File: src/rtl/ihdr_pkg.sv
package ihdr_pkg;

  // header geometry
  localparam int MAX_HDR_BYTES = 60;
  localparam int MIN_HDR_BYTES = 20;
  localparam int HL_W          = 6;     // width of ihl * 4
  localparam int SUM_W         = 20;

  localparam logic [7:0] IHL_MASK = 8'h0f;
  localparam int         IHL_UNIT = 4;

  // byte positions inside the ipv4 header
  localparam int POS_VER_IHL = 0;
  localparam int POS_FLAGS   = 6;
  localparam int POS_FRAG_LO = 7;
  localparam int POS_PROTO   = 9;
  localparam int POS_CSUM_HI = 10;
  localparam int POS_CSUM_LO = 11;

  localparam logic [3:0] IP_VERSION4 = 4'd4;
  localparam logic [7:0] PROTO_TCP   = 8'd6;
  localparam logic [7:0] DF_MASK     = 8'h40;
  localparam logic [6:0] FRAG_HI_MASK = 7'h7f;   // df, mf and offset bits of the flags byte

  typedef enum logic [1:0] {
    ST_COLLECT,
    ST_FIX,
    ST_DRAIN,
    ST_PASS
  } state_t;

  typedef struct packed {
    logic wr_en;    // write incoming byte at wr_pos
    logic fix_en;   // patch df and checksum cells
    logic shift;    // move every cell one step toward the head
  } chain_ctl_t;

endpackage

File: src/rtl/ihdr_cell.sv
module ihdr_cell (
  input  logic       clk,
  input  logic       shift,
  input  logic [7:0] right,
  input  logic       load,
  input  logic [7:0] load_d,
  output logic [7:0] q
);

  always_ff @(posedge clk) begin
    if (shift) begin
      q <= right;
    end else if (load) begin
      q <= load_d;
    end
  end

endmodule

File: src/rtl/ihdr_chain.sv
module ihdr_chain #(
  parameter int DEPTH = ihdr_pkg::MAX_HDR_BYTES,
  parameter int PW    = $clog2(DEPTH + 1)
) (
  input  logic                   clk,
  input  ihdr_pkg::chain_ctl_t   ctl,
  input  logic [PW-1:0]          wr_pos,
  input  logic [7:0]             wr_byte,
  input  logic [15:0]            ck,
  output logic [7:0]             head
);
  import ihdr_pkg::*;

  logic [7:0] q [DEPTH];

  for (genvar i = 0; i < DEPTH; i++) begin : g_cell
    logic       ld;
    logic [7:0] d;
    logic [7:0] right;
    logic       fix_hit;

    if (i == DEPTH - 1) begin : g_tail
      assign right = 8'h00;
    end else begin : g_mid
      assign right = q[i+1];
    end

    if (i == POS_FLAGS) begin : g_df
      assign fix_hit = 1'b1;
      assign d       = ctl.fix_en ? (q[i] | DF_MASK) : wr_byte;
    end else if (i == POS_CSUM_HI) begin : g_ckh
      assign fix_hit = 1'b1;
      assign d       = ctl.fix_en ? ck[15:8] : wr_byte;
    end else if (i == POS_CSUM_LO) begin : g_ckl
      assign fix_hit = 1'b1;
      assign d       = ctl.fix_en ? ck[7:0] : wr_byte;
    end else begin : g_plain
      assign fix_hit = 1'b0;
      assign d       = wr_byte;
    end

    assign ld = (ctl.wr_en && (wr_pos == PW'(i))) || (ctl.fix_en && fix_hit);

    ihdr_cell u_cell (
      .clk    (clk),
      .shift  (ctl.shift),
      .right  (right),
      .load   (ld),
      .load_d (d),
      .q      (q[i])
    );
  end

  assign head = q[0];

endmodule

File: src/rtl/ipv4_tcp_dont_fragment_rewriter.sv
// channel | direction | handshake           | payload
// s       | in        | s_tvalid / s_tready | s_tdata = data_byte, s_tlast = last
// m       | out       | m_tvalid / m_tready | m_tdata = out_byte, m_tlast = out_last,
//         |           |                     | m_tuser = header_rewritten
//
// header bytes are taken one per cycle into a row of byte cells, with no output
// a flush drains the held bytes through the cell row, one per cycle at the head
// cell while the output is free, after a checksum patch step when the header is
// rewritten; s_tready is low for the whole patch and drain
// after the flush, payload bytes pass one per cycle through the output register while it is free
// synchronous active-high reset clears control state; the cells need no clearing
module ipv4_tcp_dont_fragment_rewriter #(
  parameter int MAX_HEADER_BYTES = ihdr_pkg::MAX_HDR_BYTES
) (
  input  logic       clk,
  input  logic       rst,
  input  logic       s_tvalid,
  output logic       s_tready,
  input  logic [7:0] s_tdata,    // [7:0] data_byte
  input  logic       s_tlast,
  output logic       m_tvalid,
  input  logic       m_tready,
  output logic [7:0] m_tdata,    // [7:0] out_byte
  output logic       m_tlast,
  output logic [0:0] m_tuser     // [0] header_rewritten
);
  import ihdr_pkg::*;

  localparam int PW = $clog2(MAX_HEADER_BYTES + 1);
  localparam int CW = HL_W + 1;   // compare width for lengths

  state_t state, state_next;

  logic [PW-1:0]    held;        // bytes collected, then bytes left to drain
  logic [SUM_W-1:0] sum;         // one's-complement sum with df set, checksum zero
  logic             rw_flag;
  logic             lst_saved;
  logic [7:0]       ver_ihl;
  logic [7:0]       flags_hi;
  logic [7:0]       frag_lo;
  logic [7:0]       proto;

  logic             acc;
  logic             out_free;
  logic [PW-1:0]    held_next;
  logic [CW-1:0]    held_cmp;
  logic [HL_W-1:0]  hl;
  logic             ok;
  logic             decide;
  logic             flush_rw;
  logic             flush_plain;
  logic [7:0]       v;
  logic [SUM_W-1:0] sum_next;
  logic [16:0]      fold1;
  logic [15:0]      fold2;
  logic [15:0]      ck;
  logic [7:0]       head;
  logic             drain_last;
  chain_ctl_t       ctl;

  // ---------------------------------------------------------------- handshake
  assign out_free = !m_tvalid || m_tready;
  assign acc      = s_tvalid && s_tready;

  always_comb begin
    case (state)
      ST_COLLECT: s_tready = 1'b1;
      ST_PASS:    s_tready = out_free;
      default:    s_tready = 1'b0;   // fix and drain stall the input
    endcase
  end

  // ---------------------------------------------------------------- decision
  assign held_next = held + PW'(1);
  assign held_cmp  = CW'(held_next);
  assign hl        = HL_W'(ver_ihl & IHL_MASK) * HL_W'(IHL_UNIT);

  assign ok = (ver_ihl[7:4] == IP_VERSION4) && (proto == PROTO_TCP) &&
              ({1'b0, hl} >= CW'(MIN_HDR_BYTES)) &&
              ({1'b0, hl} <= CW'(MAX_HEADER_BYTES)) &&
              ((flags_hi[6:0] & FRAG_HI_MASK) == 7'd0) && (frag_lo == 8'd0);

  // header fields are all registered once twenty bytes are in
  assign decide      = acc && (state == ST_COLLECT) && (held_cmp >= CW'(MIN_HDR_BYTES));
  assign flush_rw    = decide && ok && (held_cmp == {1'b0, hl});
  assign flush_plain = (decide && !ok) ||
                       (acc && (state == ST_COLLECT) && !flush_rw &&
                        (s_tlast || (held_cmp >= CW'(MAX_HEADER_BYTES))));

  // ---------------------------------------------------------------- checksum
  always_comb begin
    if ((held == PW'(POS_CSUM_HI)) || (held == PW'(POS_CSUM_LO))) begin
      v = 8'h00;
    end else if (held == PW'(POS_FLAGS)) begin
      v = s_tdata | DF_MASK;
    end else begin
      v = s_tdata;
    end
  end

  // odd positions carry the low byte of a 16-bit word
  assign sum_next = sum + (held[0] ? SUM_W'(v) : SUM_W'({v, 8'h00}));

  assign fold1 = {1'b0, sum[15:0]} + 17'(sum[SUM_W-1:16]);
  assign fold2 = fold1[15:0] + 16'(fold1[16]);
  assign ck    = ~fold2;

  // ---------------------------------------------------------------- cell row
  assign drain_last = (held == PW'(1));

  always_comb begin
    ctl.wr_en  = acc && (state == ST_COLLECT);
    ctl.fix_en = (state == ST_FIX);
    ctl.shift  = (state == ST_DRAIN) && out_free;
  end

  ihdr_chain #(
    .DEPTH (MAX_HEADER_BYTES),
    .PW    (PW)
  ) u_chain (
    .clk     (clk),
    .ctl     (ctl),
    .wr_pos  (held),
    .wr_byte (s_tdata),
    .ck      (ck),
    .head    (head)
  );

  // ---------------------------------------------------------------- next state
  always_comb begin
    state_next = state;
    case (state)
      ST_COLLECT: begin
        if (flush_rw) begin
          state_next = ST_FIX;
        end else if (flush_plain) begin
          state_next = ST_DRAIN;
        end
      end
      ST_FIX: state_next = ST_DRAIN;
      ST_DRAIN: begin
        if (out_free && drain_last) begin
          state_next = lst_saved ? ST_COLLECT : ST_PASS;
        end
      end
      ST_PASS: begin
        if (acc && s_tlast) begin
          state_next = ST_COLLECT;
        end
      end
      default: state_next = ST_COLLECT;
    endcase
  end

  always_ff @(posedge clk) begin
    if (rst) begin
      state <= ST_COLLECT;
    end else begin
      state <= state_next;
    end
  end

  // ---------------------------------------------------------------- packet state
  always_ff @(posedge clk) begin
    if (rst) begin
      held      <= '0;
      sum       <= '0;
      rw_flag   <= 1'b0;
      lst_saved <= 1'b0;
    end else begin
      if (state == ST_COLLECT && acc) begin
        held      <= held_next;
        sum       <= sum_next;
        lst_saved <= s_tlast;
        rw_flag   <= flush_rw;
      end else if (ctl.shift) begin
        held <= held - PW'(1);
      end
      // a packet that ends leaves clean state for the next one
      if (state != ST_COLLECT && state_next == ST_COLLECT) begin
        sum     <= '0;
        rw_flag <= 1'b0;
      end
    end
  end

  // header fields needed for the decision
  always_ff @(posedge clk) begin
    if (state == ST_COLLECT && acc) begin
      if (held == PW'(POS_VER_IHL)) begin
        ver_ihl <= s_tdata;
      end
      if (held == PW'(POS_FLAGS)) begin
        flags_hi <= s_tdata;
      end
      if (held == PW'(POS_FRAG_LO)) begin
        frag_lo <= s_tdata;
      end
      if (held == PW'(POS_PROTO)) begin
        proto <= s_tdata;
      end
    end
  end

  // ---------------------------------------------------------------- output register
  always_ff @(posedge clk) begin
    if (rst) begin
      m_tvalid <= 1'b0;
    end else if (ctl.shift || (state == ST_PASS && acc)) begin
      m_tvalid <= 1'b1;
    end else if (m_tready) begin
      m_tvalid <= 1'b0;
    end
  end

  always_ff @(posedge clk) begin
    if (ctl.shift) begin
      m_tdata <= head;
      m_tlast <= lst_saved && drain_last;
      m_tuser <= rw_flag;
    end else if (state == ST_PASS && acc) begin
      m_tdata <= s_tdata;
      m_tlast <= s_tlast;
      m_tuser <= rw_flag;
    end
  end

`ifndef NO_ASSERTIONS
  // input must stall while the held header is patched or drained
  a_stall_burst: assert property (@(posedge clk) disable iff (rst)
    (state == ST_FIX || state == ST_DRAIN) |-> !s_tready)
    else $error("input taken during header flush");

  // the checksum patch is a single cycle and always leads into the drain
  a_fix_to_drain: assert property (@(posedge clk) disable iff (rst)
    state == ST_FIX |=> state == ST_DRAIN)
    else $error("checksum patch not followed by drain");

  // the held count never runs past the cell row
  a_held_bound: assert property (@(posedge clk) disable iff (rst)
    held <= PW'(MAX_HEADER_BYTES))
    else $error("header count beyond cell row");

  // a drain never starts with nothing held
  a_drain_nonempty: assert property (@(posedge clk) disable iff (rst)
    state == ST_DRAIN |-> held != '0)
    else $error("drain with empty cell row");
`endif

endmodule

File: config.mk
export PLATFORM = sky130hd
export DESIGN_NAME = ipv4_tcp_dont_fragment_rewriter
export DESIGN_NICKNAME = d
export VERILOG_FILES = /design/src/rtl/ihdr_pkg.sv /design/src/rtl/ihdr_cell.sv /design/src/rtl/ihdr_chain.sv /design/src/rtl/ipv4_tcp_dont_fragment_rewriter.sv
export SDC_FILE = /design/constraint.sdc
export NUM_CORES = 1
export LEC_CHECK = 0
export BUFFER_PORTS_ARGS = -buffer_cell sky130_fd_sc_hd__buf_2
export CELL_PAD_IN_SITES_DETAIL_PLACEMENT = 2
export CELL_PAD_IN_SITES_GLOBAL_PLACEMENT = 2
export CORE_MARGIN = 1
export CORE_UTILIZATION = 30
export DETAILED_ROUTE_END_ITERATION = 16
export HOLD_SLACK_MARGIN = 0.06
export PLACE_DENSITY_LB_ADDON = 0.1
export SLEW_MARGIN = 20
export SYNTH_ARGS = -nofsm -noshare
export SYNTH_HDL_FRONTEND = slang
export SYNTH_HIERARCHICAL = 1
export SYNTH_SLANG_ARGS = --single-unit
File: constraint.sdc
create_clock -name clk -period 7.2 [get_ports clk]
set_input_delay 1.8 -clock clk [delete_from_list [all_inputs] [get_ports clk]]
set_output_delay 1.8 -clock clk [all_outputs]
set_load 0.05 [all_outputs]
; ---- After elaboration in Yosys (flattened, before gate mapping)
; Cells that the tools add are included.
; Widths: inputs -> output; s select.
[word_totals]
regBits = 552
word_cells = 455
out_inout_bits = 12
[classes]
n_reduce_logical = 164
muxes = 141
addsub = 5
n_eq_ne = 66
magnitude_cmp = 4
n_bitwise = 1
[op_table]
columns = cell, n
row1 = $mux 8, 124
row2 = $eq 6x6->1 const B, 28
row3 = $reduce_bool 2->1, 63
row4 = $eq 6x5->1 const B, 16
row5 = $logic_and 1x1->1, 79
row6 = $eq 6x4->1 const B, 8
row7 = $eq 6x3->1 const B, 4
row8 = $add 20x16->20, 1
row9 = $add 16x4->17, 1
row10 = $add 16x1->16, 1
row11 = $mux 16, 1
row12 = $not 16->16, 1
row13 = $eq 6x2->1 const B, 2
row14 = $ge 6x5->1 const B, 2
row15 = $mux 6, 2
row16 = $mux 2, 5
row17 = $reduce_and 2->1, 5
row18 = $eq 8x3->1 const B, 1
row19 = $logic_not 8->1, 1
row20 = $logic_or 1x1->1, 8
row21 = $pmux 2 s4, 1
row22 = $logic_not 7->1, 1
row23 = $mux 7, 1
row24 = $add 6x1->6 const B, 1
row25 = other kinds (15), 24

; ---- Logic depth before layout (Yosys ltp)
; Gate-level depths: netlist (run 1).
[logic_depth]
ltp_word = 18
mapped_depth = 17
depth_no_buf = 16

; ---- Modules after synthesis
; Netlist (run 1), hierarchy kept.
[by_module_without_submodules]
columns = module, n_inst, cells_each, seq_area_each_um2, area_each_um2
row1 = ihdr_cell, 60, 18, 240.2, 377.9
row2 = ipv4_tcp_dont_fragment_rewriter, 1, 513, 1851.8, 4805.9
row3 = ihdr_chain, 1, 148, 0.0, 718.2

; ---- Least setup slack after synthesis (run 1)
; No wires, ideal clock.
[synth_timing]
kind = input to register
start = input m_tready
end = register u_chain.g_cell[0].u_cell.q[0] (enable)
t_required_ns = 6.870
arrival_ns = 4.368
setup_ns = 0.330
cell_stages = 5
path_slack_ns = 2.503
path_cell_list = nand2b_1 nand2_1 inv_1 buf_6 or2_1
[synth_rtl]
columns = element, line_no
row1 = start: declaration, ipv4_tcp_dont_fragment_rewriter.sv:22  ; input logic m_tready,
row2 = end signal: assignment, ihdr_cell.sv:12  ; q <= right;
row3 = end signal: assignment, ihdr_cell.sv:14  ; q <= load_d;
row4 = end: declaration, ihdr_cell.sv:7  ; output logic [7:0] q

; ---- Final worst setup path (run 1)
[layout_timing]
start = register held[0]
end = register sum[18]
[layout_via]
elab_chain_cells = 15
[layout_rtl]
columns = element, line_no
row1 = start: declaration, ipv4_tcp_dont_fragment_rewriter.sv:34  ; logic [PW-1:0] held;
row2 = start signal: assignment, ipv4_tcp_dont_fragment_rewriter.sv:172  ; held <= held_next;
row3 = start signal: assignment, ipv4_tcp_dont_fragment_rewriter.sv:177  ; held <= held - PW'(1);
row4 = $add 6x1->6, ipv4_tcp_dont_fragment_rewriter.sv:74  ; assign held_next = held + PW'(1);
row5 = $ge 6x5->1, ipv4_tcp_dont_fragment_rewriter.sv:84  ; assign decide = acc && (state == ST_COLLECT) && (held_cmp >= CW'(MIN_HDR_BYTES));
row6 = $logic_and 1x1->1, ipv4_tcp_dont_fragment_rewriter.sv:84
row7 = $logic_and 1x1->1 (2 in a row), ipv4_tcp_dont_fragment_rewriter.sv:85  ; assign flush_rw = decide && ok && (held_cmp == {1'b0, hl});
row8 = $logic_not 1->1, ipv4_tcp_dont_fragment_rewriter.sv:87  ; (acc && (state == ST_COLLECT) && !flush_rw &&
row9 = $logic_and 1x1->1 (2 in a row), ipv4_tcp_dont_fragment_rewriter.sv:87
row10 = $logic_or 1x1->1, ipv4_tcp_dont_fragment_rewriter.sv:86  ; assign flush_plain = (decide && !ok) ||
row11 = $mux 2, ipv4_tcp_dont_fragment_rewriter.sv:136  ; end else if (flush_plain) begin
row12 = $mux 2, ipv4_tcp_dont_fragment_rewriter.sv:134  ; if (flush_rw) begin
row13 = $pmux 2 s4, ipv4_tcp_dont_fragment_rewriter.sv:132  ; case (state)
row14 = $logic_not 2->1, ipv4_tcp_dont_fragment_rewriter.sv:180  ; if (state != ST_COLLECT && state_next == ST_COLLECT) begin
row15 = $logic_and 1x1->1, ipv4_tcp_dont_fragment_rewriter.sv:180
row16 = $reduce_or 2->1 (no source line), n/a
row17 = end signal: assignment, ipv4_tcp_dont_fragment_rewriter.sv:173  ; sum <= sum_next;
row18 = end: declaration, ipv4_tcp_dont_fragment_rewriter.sv:35  ; logic [SUM_W-1:0] sum;
; Parallel ways exist; a longest one is shown, timed or not.
; A chain may end at the register's enable or synchronous reset.

==> results of run 1 <==
## power by group through the flow
stage / sequential (uW) / combinational, uW / clock, uW
2_1_floorplan: 5280 / 3600 / 0
3_3_place_gp: 5390 / 4310 / 0
3_5_place_dp: 5420 / 4400 / 0
4_1_cts: 5360 / 4430 / 3530
5_1_grt: 5440 / 4650 / 3630
6_report: 5350 / 4330 / 3380
## area by class of cell
type | instances | area, sq um
clock buffer | 87 | 1840
fill | 9357 | 61600
clock inverter | 38 | 350
inverter | 21 | 86.3
multi-input combinational | 1084 | 11100
timing repair buffer | 57 | 438
sequential | 552 | 16300
tap | 1254 | 1570
## flip-flops by register name, summed over array words and instances (netlist names)
register,count
m_tlast,1
m_tvalid,1
ver_ihl,8
proto,8
u_chain/g_cell.u_cell/q,480
flags_hi,7
frag_lo,8
rw_flag,1
sum,20
m_tdata,8
lst_saved,1
held,6
state,2
m_tuser,1
## final timing paths
check / start / end / slack (ns) / cells after the start
min: rw_flag / m_tuser / 0.49 / 0
min reg2reg: rw_flag / m_tuser / 0.49 / 0
max reg2reg: held[0] / sum[18] / 2.26 / 17
max: held[0] / sum[18] / 2.26 / 17
## layer usage
metal  track usage (%)  vias to the layer above  wire [microns]
met3              2.29                       99            1780
met5                 0                        -               0
met2              24.0                      159           32400
li1                  -                     6666               -
met1              19.8                     7718           33100
met4              4.71                        0            1720
## Yosys cell counts (3+ instances only)
master,n
nor4_1,12
a211oi_1,9
ha_1,33
o21a_1,3
buf_6,60
a21o_1,9
mux2_4,480
nor2_1,95
clkbuf_1,13
mux2i_1,3
nand4b_1,5
o21ai_0,16
edfxtp_1,521
and3_1,4
xnor2_1,27
buf_4,4
or2_1,60
inv_1,21
and2_1,15
nor3_1,12
dfxtp_1,31
nand3b_1,3
o21bai_1,5
or3_1,4
buf_2,14
nand2_1,94
xor2_1,14
nand4bb_1,5
o31ai_1,6
a31oi_1,8
a21oi_1,36
a21boi_0,3
mux2_2,9
nand4_1,11
nor3b_1,3
nand2b_1,11
or2_2,3
nor2b_1,4
nand3_1,20
## through the flow
step                      hold slack (ns)  util, %  cell area, sq um
final                               0.488     33.9             31600
after global routing                0.498     33.9             31600
after CTS                           0.500     33.9             31600
after detailed placement            0.474     31.6             29400
after global placement              0.490     31.6             29400
after floorplan                     0.409        -             28200
## cell families after synthesis
logic type | Yosys count | share of synthesized area (%)
buffers and inverters | 112 | 3.20
XOR/XNOR | 41 | 1.27
adder cells (fa/ha/maj) | 35 | 1.61
other | 1 | 0.0133
AND/OR/NAND/NOR | 380 | 7.05
AO/OA/AOI/OAI | 128 | 3.14
multiplexers | 492 | 26.0
flip-flops | 552 | 57.7
==> run metrics, run 1 <==
synthesized area per cell 16.2 sq um; Achievable Freq 203 MHz; Clock Tree Root clkbuf_16; initial antenna violation count 1; synth unique cells 81; total die area 95200 sq um; Worst path top cell family by delay compound AO/OA/AOI/OAI gates; Bufs and invs on worst path 3; worst slack at placement 2.19 ns; Final ANT Viol Nets 0; Synth-to-Final Area Change 12.1%; Final Slew Violations 0; CTS sink cnt around 550; Clk pwr share between 20 and 30%; DRC errors left 0; Rel. slew slack ~35%; Async SR Flop Fraction 0%; Max-Cap Viols 0; crit start category flip-flop; Worst-Margin Slew 0.982 ns; internal power 8940 uW; PwrDens 413 nW/um^2; register area share after synthesis 57.7%; CTS Hold Bufs 0; most common cell after layout, fill and taps aside edfxtp_1; CTS resizes 0; Inst Count DP 2968; Detail Placement HPWL 42.8 mm; Gate power share between 30% and 40%; fin cells 3093; Row Count 112; most frequent cells in the layout 521 x edfxtp_1, 480 x mux2_4, 95 x nor2_1; top cells by area, synth edfxtp_1 55%, mux2_4 26%, buf_6 2.4%; synthesized flop and latch total 552; fin nets 1835; Mapped Area 28200 sq um; gpl congestion 0.747; Top FF cell, synth edfxtp_1; Setup Fix Bufs, Post-CTS 0; Post-synth EDFFs 521; Iter 0 DRT Violations roughly 710; wire length per cell 22.3 microns; total power 13100 uW; endpoints failing hold 0; CP max stage cell a2111oi_0; IO Pins 25; Routed WL 69.1 mm; Clock Path Buffers 3; Worst-path clk slew 0.06 ns; leakage 0.0116 uW; crit path cell chain buf_4 -> ha_1 -> inv_1 -> a2111oi_0 -> buf_4 -> nor2_1 -> and2_1 -> ha_1 -> fa_1 -> a211oi_2 -> o21bai_1 -> a31o_1 -> a41o_1 -> o41ai_2 -> o21a_1 -> or3_1 -> a21oi_1; H-tree Lvls 3; Final Critical Period 4.94 ns; Net Sw Frac 31.5%; layout cells sized above 1 35.9%; share of power burned in registers 40.9%; Inserted Clock Buffers 71; sum of negative setup slack 0 ns; Synth top area share 55.5%; core area just over 90000 sq um; GRT Overall Usage 14.7%; largest stage delay on the critical path 0.64 ns; crit path capture type flip-flop; HP Class reg -> reg; Port Buffers 24; outcome completed; RSZ-0062 raised after global routing no; n_diodes 0; vias 14642; Starting Density 30.3%; Final period util 68.6%; synth warn 6; Syn Inst Count 1741; drt first pass iters 5; peak supply drop 0.190 mV; CP max FO 30; via/cell ratio 4.73; vias in the first global route 16503; clk_skew 0.0434 ns; worst-skew pair later-pin latency 0.64 ns; Setup WS post-layout 2.26 ns; largest net degree at the start of global routing approximately 110; switching power 4120 uW; Die X 309 microns; CTS tree built; CP required 7.64 ns; Critical Setup Path Class reg -> reg; Die Y 309 microns; Yosys top cell by area edfxtp_1; first-pass GRT wire length 105 mm; final setup vio count 0; CP arrival 5.38 ns; total grt overflow 0
Note: power is estimated with default switching activity, not from simulation.
==> run 2: changes to the inputs <==
Clock period 7.2 ns to 4.19 ns, I/O delays scaled along.
==> run metrics, run 2 (synthesized netlist as in run 1, its figures left out) <==
crit start category flip-flop; post-layout util 34.2% (+0.29 points); leakage 0.0117 uW (+1.2%); Critical Setup Path Class reg -> reg; via/cell ratio 4.70 (-0.67%); H-tree Lvls 3 (unchanged); CP max FO 4 (-87%); area of the multi-input gates 11100 sq um (+0.33%); GRT Overall Usage 15.1% (+0.41 points); Detail Placement HPWL 46.0 mm (+7.3%); Final Critical Period 3.82 ns (-1.12 ns); Clock Tree Root clkbuf_16; CTS tree built; HP Class reg -> reg; DRC errors left 0 (unchanged); peak supply drop 0.279 mV (+47%); Iter 0 DRT Violations 833 (+18%); Synth-to-Final Area Change 13.1%; worst slack at placement 0.122 ns (-2.07 ns); worst-skew pair later-pin latency 0.61 ns (-0.03 ns); total die area 95200 sq um (unchanged); Achievable Freq 262 MHz (+29%); grt peak-use layer met2; PwrDens 705 nW/um^2 (+71%); first-pass GRT wire length 108 mm (+2.3%); crit path capture type flip-flop; largest stage delay on the critical path 0.41 ns (-0.23 ns); initial antenna violation count 9 (+8); gpl congestion 0.749 (+0.24%); met2 GRT Util 24.5% (+0.45 points); final setup vio count 0 (unchanged); Rel. slew slack 39.0% (+4.5 points); largest net degree at the start of global routing 64 (-41%); Setup Fix Bufs, Post-CTS 0 (unchanged); sum of negative setup slack 0 ns (unchanged); GRT met3 Usage 2.66% (+0.37 points); outcome completed; storage element area 16300 sq um (unchanged); most frequent cells in the layout 521 x edfxtp_1, 480 x mux2_4, 95 x nor2_1; Worst-Margin Slew 0.915 ns (-0.0668 ns); Row Count 112 (unchanged); Setup WS post-layout 0.371 ns (-1.89 ns); largest reg by FF count u_chain/g_cell.u_cell/q; most common cell after layout, fill and taps aside edfxtp_1; Clock Path Buffers 3 (unchanged); RSZ-0062 raised after global routing no; clk_skew 0.0200 ns (-0.0234 ns); Port Buffers 24 (unchanged); Starting Density 30.3% (unchanged); CP max stage cell fa_2; routing usage on met1 20.4% (+0.63 points); Inserted Clock Buffers 70 (-1.4%); core area 93200 sq um (unchanged); CP arrival 4.30 ns (-1.08 ns); Final period util 91.1% (+23 points); CTS sink cnt 552 (unchanged); vias in the first global route 16444 (-0.36%); CP required 4.67 ns (-2.97 ns); Routed WL 70.9 mm (+2.6%); Max-Cap Viols 0 (unchanged); biggest regs u_chain/g_cell.u_cell/q: 480 flops, sum: 20 flops; wire length per cell 22.7 microns (+1.5%); endpoints failing hold 0 (unchanged); filler instances 9336 (-0.22%); Worst-path clk slew 0.06 ns (about the same); IO Pins 25 (unchanged); fin nets 1864 (+1.6%); CTS resizes 0 (unchanged); crit path cell chain inv_1 -> ha_1 -> inv_1 -> a2111oi_2 -> buf_4 -> nor2_1 -> and2_1 -> ha_1 -> fa_2 -> a211oi_2 -> o21bai_1 -> a31o_1 -> a41o_1 -> o41ai_4 -> o21a_1 -> or3_1 -> a21oi_1; total grt overflow 0 (unchanged); max reg flops 480 (unchanged); CTS Hold Bufs 0 (unchanged); Die Y 309 microns (unchanged); Final Slew Violations 0 (unchanged); Die X 309 microns (unchanged); vias 14695 (+0.36%); layout cells sized above 1 37.3% (+1.3 points); Final ANT Viol Nets 0 (unchanged); drt first pass iters 4 (-1)
run 2: area by class of cell:
class,instances,area share (%)
diodes,3,0.0235
clock buffers,84,5.73
clock inverters,40,0.828
inverters,21,0.271
multi-input cells,1084,34.8
flip-flops and latches,552,51.0
well taps,1254,4.92
repair buffers,87,2.39
run 2: path summary, 6_finish.rpt:
kind              slack [ns]  endpoint    start  cells past startpoint
setup reg to reg        0.37   sum[16]  held[0]                     17
hold / removal          0.52    sum[0]   sum[0]                      2
setup / recovery        0.37   sum[16]  held[0]                     17
hold reg to reg         0.52    sum[0]   sum[0]                      2
run 2: metal layers:
layer / vias to the layer above / share of wire, %
met1: 7696 / 47
met5: - / 0.016
li1: 6740 / -
met3: 95 / 3.3
met2: 162 / 47
met4: 2 / 2.3
run 2: worst max-delay path, delay by kind of cell (launching register included):
kind | cells | cell delay, ns
simple gates | 3 | 0.32
fa+ha+maj | 3 | 0.81
buf+inv | 3 | 0.35
flops | 1 | 0.33
compound gates | 8 | 1.88
run 2: per-stage QoR:
stage / hold WS (ns) / total power, uW / cell area [sq um] / cells
2_1_floorplan: 0.409 / 15300 / 28200 / 1748
3_3_place_gp: 0.487 / 16900 / 29700 / 2998
3_5_place_dp: 0.497 / 17100 / 29700 / 2998
4_1_cts: 0.520 / 22900 / 31800 / 3122
5_1_grt: 0.527 / 23600 / 31900 / 3122
6_report: 0.516 / 22500 / 31900 / 3125
run 2: report_power, final:
part,leakage (uW),internal [uW],total (uW),switching (uW)
sequential,0.00509,8530,9120,592
clock,0.00103,3230,5620,2390
combinational,0.00558,3650,7720,4070
total,0.0117,15400,22500,7050
==> run 3: changes to the inputs <==
Settings changed: CAP_MARGIN set to 20, CELL_PAD_IN_SITES_DETAIL_PLACEMENT 2 to 0, CELL_PAD_IN_SITES_GLOBAL_PLACEMENT 2 to 1.
==> run metrics, run 3 (synthesized netlist as in run 1, its figures left out) <==
total die area 95200 sq um (unchanged); CP arrival 4.40 ns (+0.10 ns); Achievable Freq 258 MHz (-1.4%); biggest regs u_chain/g_cell.u_cell/q: 480 flops, sum: 20 flops; total grt overflow 0 (unchanged); crit start category flip-flop; layout cells sized above 1 37.1% (-0.12 points); total power 22600 uW (+0.38%); filler instances 8962 (-4.0%); first-pass GRT wire length 101 mm (-6.3%); largest stage delay on the critical path 0.47 ns (+0.06 ns); core area 93200 sq um (unchanged); CTS Hold Bufs 0 (unchanged); IO Pins 25 (unchanged); fin cells 3122 (-0.096%); Synth-to-Final Area Change 13.5%; Critical Setup Path Class reg -> reg; Die X 309 microns (unchanged); Final period util 92.5% (+1.3 points); Max-Cap Viols 0 (unchanged); Worst-path clk slew 0.06 ns (about the same); peak supply drop 0.299 mV (+7.4%); Inst Count DP 2994 (-0.13%); clk_skew 0.0158 ns (-0.00425 ns); Design Area, Final 32000 sq um (+0.38%); H-tree Lvls 3 (unchanged); Final Critical Period 3.87 ns (+0.0555 ns); area of the multi-input gates 11100 sq um (-0.18%); leakage 0.0117 uW (+0.47%); most common cell after layout, fill and taps aside edfxtp_1; Rel. slew slack 49.2% (+10 points); vias in the first global route 15556 (-5.4%); initial antenna violation count 6 (-3); crit path capture type flip-flop; endpoints failing hold 0 (unchanged); gpl congestion 0.744 (-0.71%); CP max FO 7 (+3); CTS tree built; Bufs and invs on worst path 2 (-1); PwrDens 705 nW/um^2 (about the same); GRT Overall Usage 14.0% (-1.0 points); largest reg by FF count u_chain/g_cell.u_cell/q; max reg flops 480 (unchanged); Final Slew Violations 0 (unchanged); via/cell ratio 4.66 (-1.0%); vias 14533 (-1.1%); CP max stage cell fa_1; Worst-Margin Slew 0.758 ns (-0.157 ns); CTS sink cnt 552 (unchanged); Port Buffers 24 (unchanged); final setup vio count 0 (unchanged); fin nets 1860 (-0.21%); Worst path top cell family by delay compound AO/OA/AOI/OAI gates; sum of negative setup slack 0 ns (unchanged); Routed WL 65.6 mm (-7.4%); outcome completed; Starting Density 30.3% (unchanged); worst-skew pair later-pin latency 0.61 ns (about the same); Clock Path Buffers 3 (unchanged); most frequent cells in the layout 521 x edfxtp_1, 480 x mux2_4, 95 x nor2_1; Detail Placement HPWL 41.4 mm (-10%); Final ANT Viol Nets 0 (unchanged); crit path cell chain inv_1 -> ha_1 -> inv_1 -> a2111oi_2 -> nor2_1 -> and2_1 -> ha_1 -> fa_1 -> a211oi_2 -> o21bai_1 -> a31o_1 -> a41o_1 -> o41ai_4 -> o21a_1 -> o21ai_0 -> a21oi_1; post-layout util 34.3% (+0.13 points); wire length per cell 21.0 microns (-7.3%); Row Count 112 (unchanged); DRC errors left 0 (unchanged); HP Class reg -> reg; drt first pass iters 5 (+1); cell area after placement 29800 sq um (about the same); CP required 4.71 ns (+0.04 ns); RSZ-0062 raised after global routing no; Inserted Clock Buffers 70 (unchanged); Clock Tree Root clkbuf_16; largest net degree at the start of global routing 64 (unchanged); Die Y 309 microns (unchanged); Iter 0 DRT Violations 943 (+13%); storage element area 16300 sq um (unchanged)
run 3: cell count changes in the layout (fill, tap and decap cells not counted), sizes merged:
cell | before | now
buf | 87 | 83
bufinv | 2 | 5
clkinv | 31 | 30
clkinvlp | 2 | 3
diode | 3 | 2
inv | 26 | 25
run 3: layer usage:
metal | vias to the layer above | track usage [%] | share of wire [%]
met3 | 97 | 2.34 | 2.7
met4 | 0 | 3.91 | 2.3
li1 | 6738 | - | -
met2 | 194 | 22.6 | 47
met5 | - | 0 | 0
met1 | 7504 | 19.3 | 48
run 3: final cells by class:
type | count | area share, %
diodes | 2 | 0.0156
clock buffers | 84 | 5.70
flip-flops and latches | 552 | 50.8
inverters | 21 | 0.270
well taps | 1254 | 4.90
clock inverters | 42 | 1.21
multi-input cells | 1084 | 34.6
repair buffers | 83 | 2.45
run 3: worst paths after layout:
| kind | from | endpoint | slack, ns | depth (start not counted) |
|---|---|---|---|---|
| worst min-delay path | rw_flag | m_tuser | 0.49 | 0 |
| worst max register to register | held[0] | sum[18] | 0.32 | 16 |
| worst max-delay path | held[0] | sum[18] | 0.32 | 16 |
| worst min register to register | rw_flag | m_tuser | 0.49 | 0 |
run 3: per-stage QoR:
step	worst slack, ns	hold slack [ns]
2_1_floorplan	0.113	0.409
3_3_place_gp	0.170	0.487
3_5_place_dp	0.140	0.484
4_1_cts	0.106	0.500
5_1_grt	0.00145	0.517
6_report	0.316	0.489
run 3: timing repair:
action / in CTS / in global routing
resized for setup: 0 / 3
endpoints found under the setup margin: 0 / 5
setup buffers: 0 / 0
run 3: power breakdown:
group	leakage [uW]	total [uW]	internal (uW)	switching, uW
clock network	0.00108	5850	3440	2410
registers	0.00509	9070	8530	540
logic	0.00558	7630	3640	3990
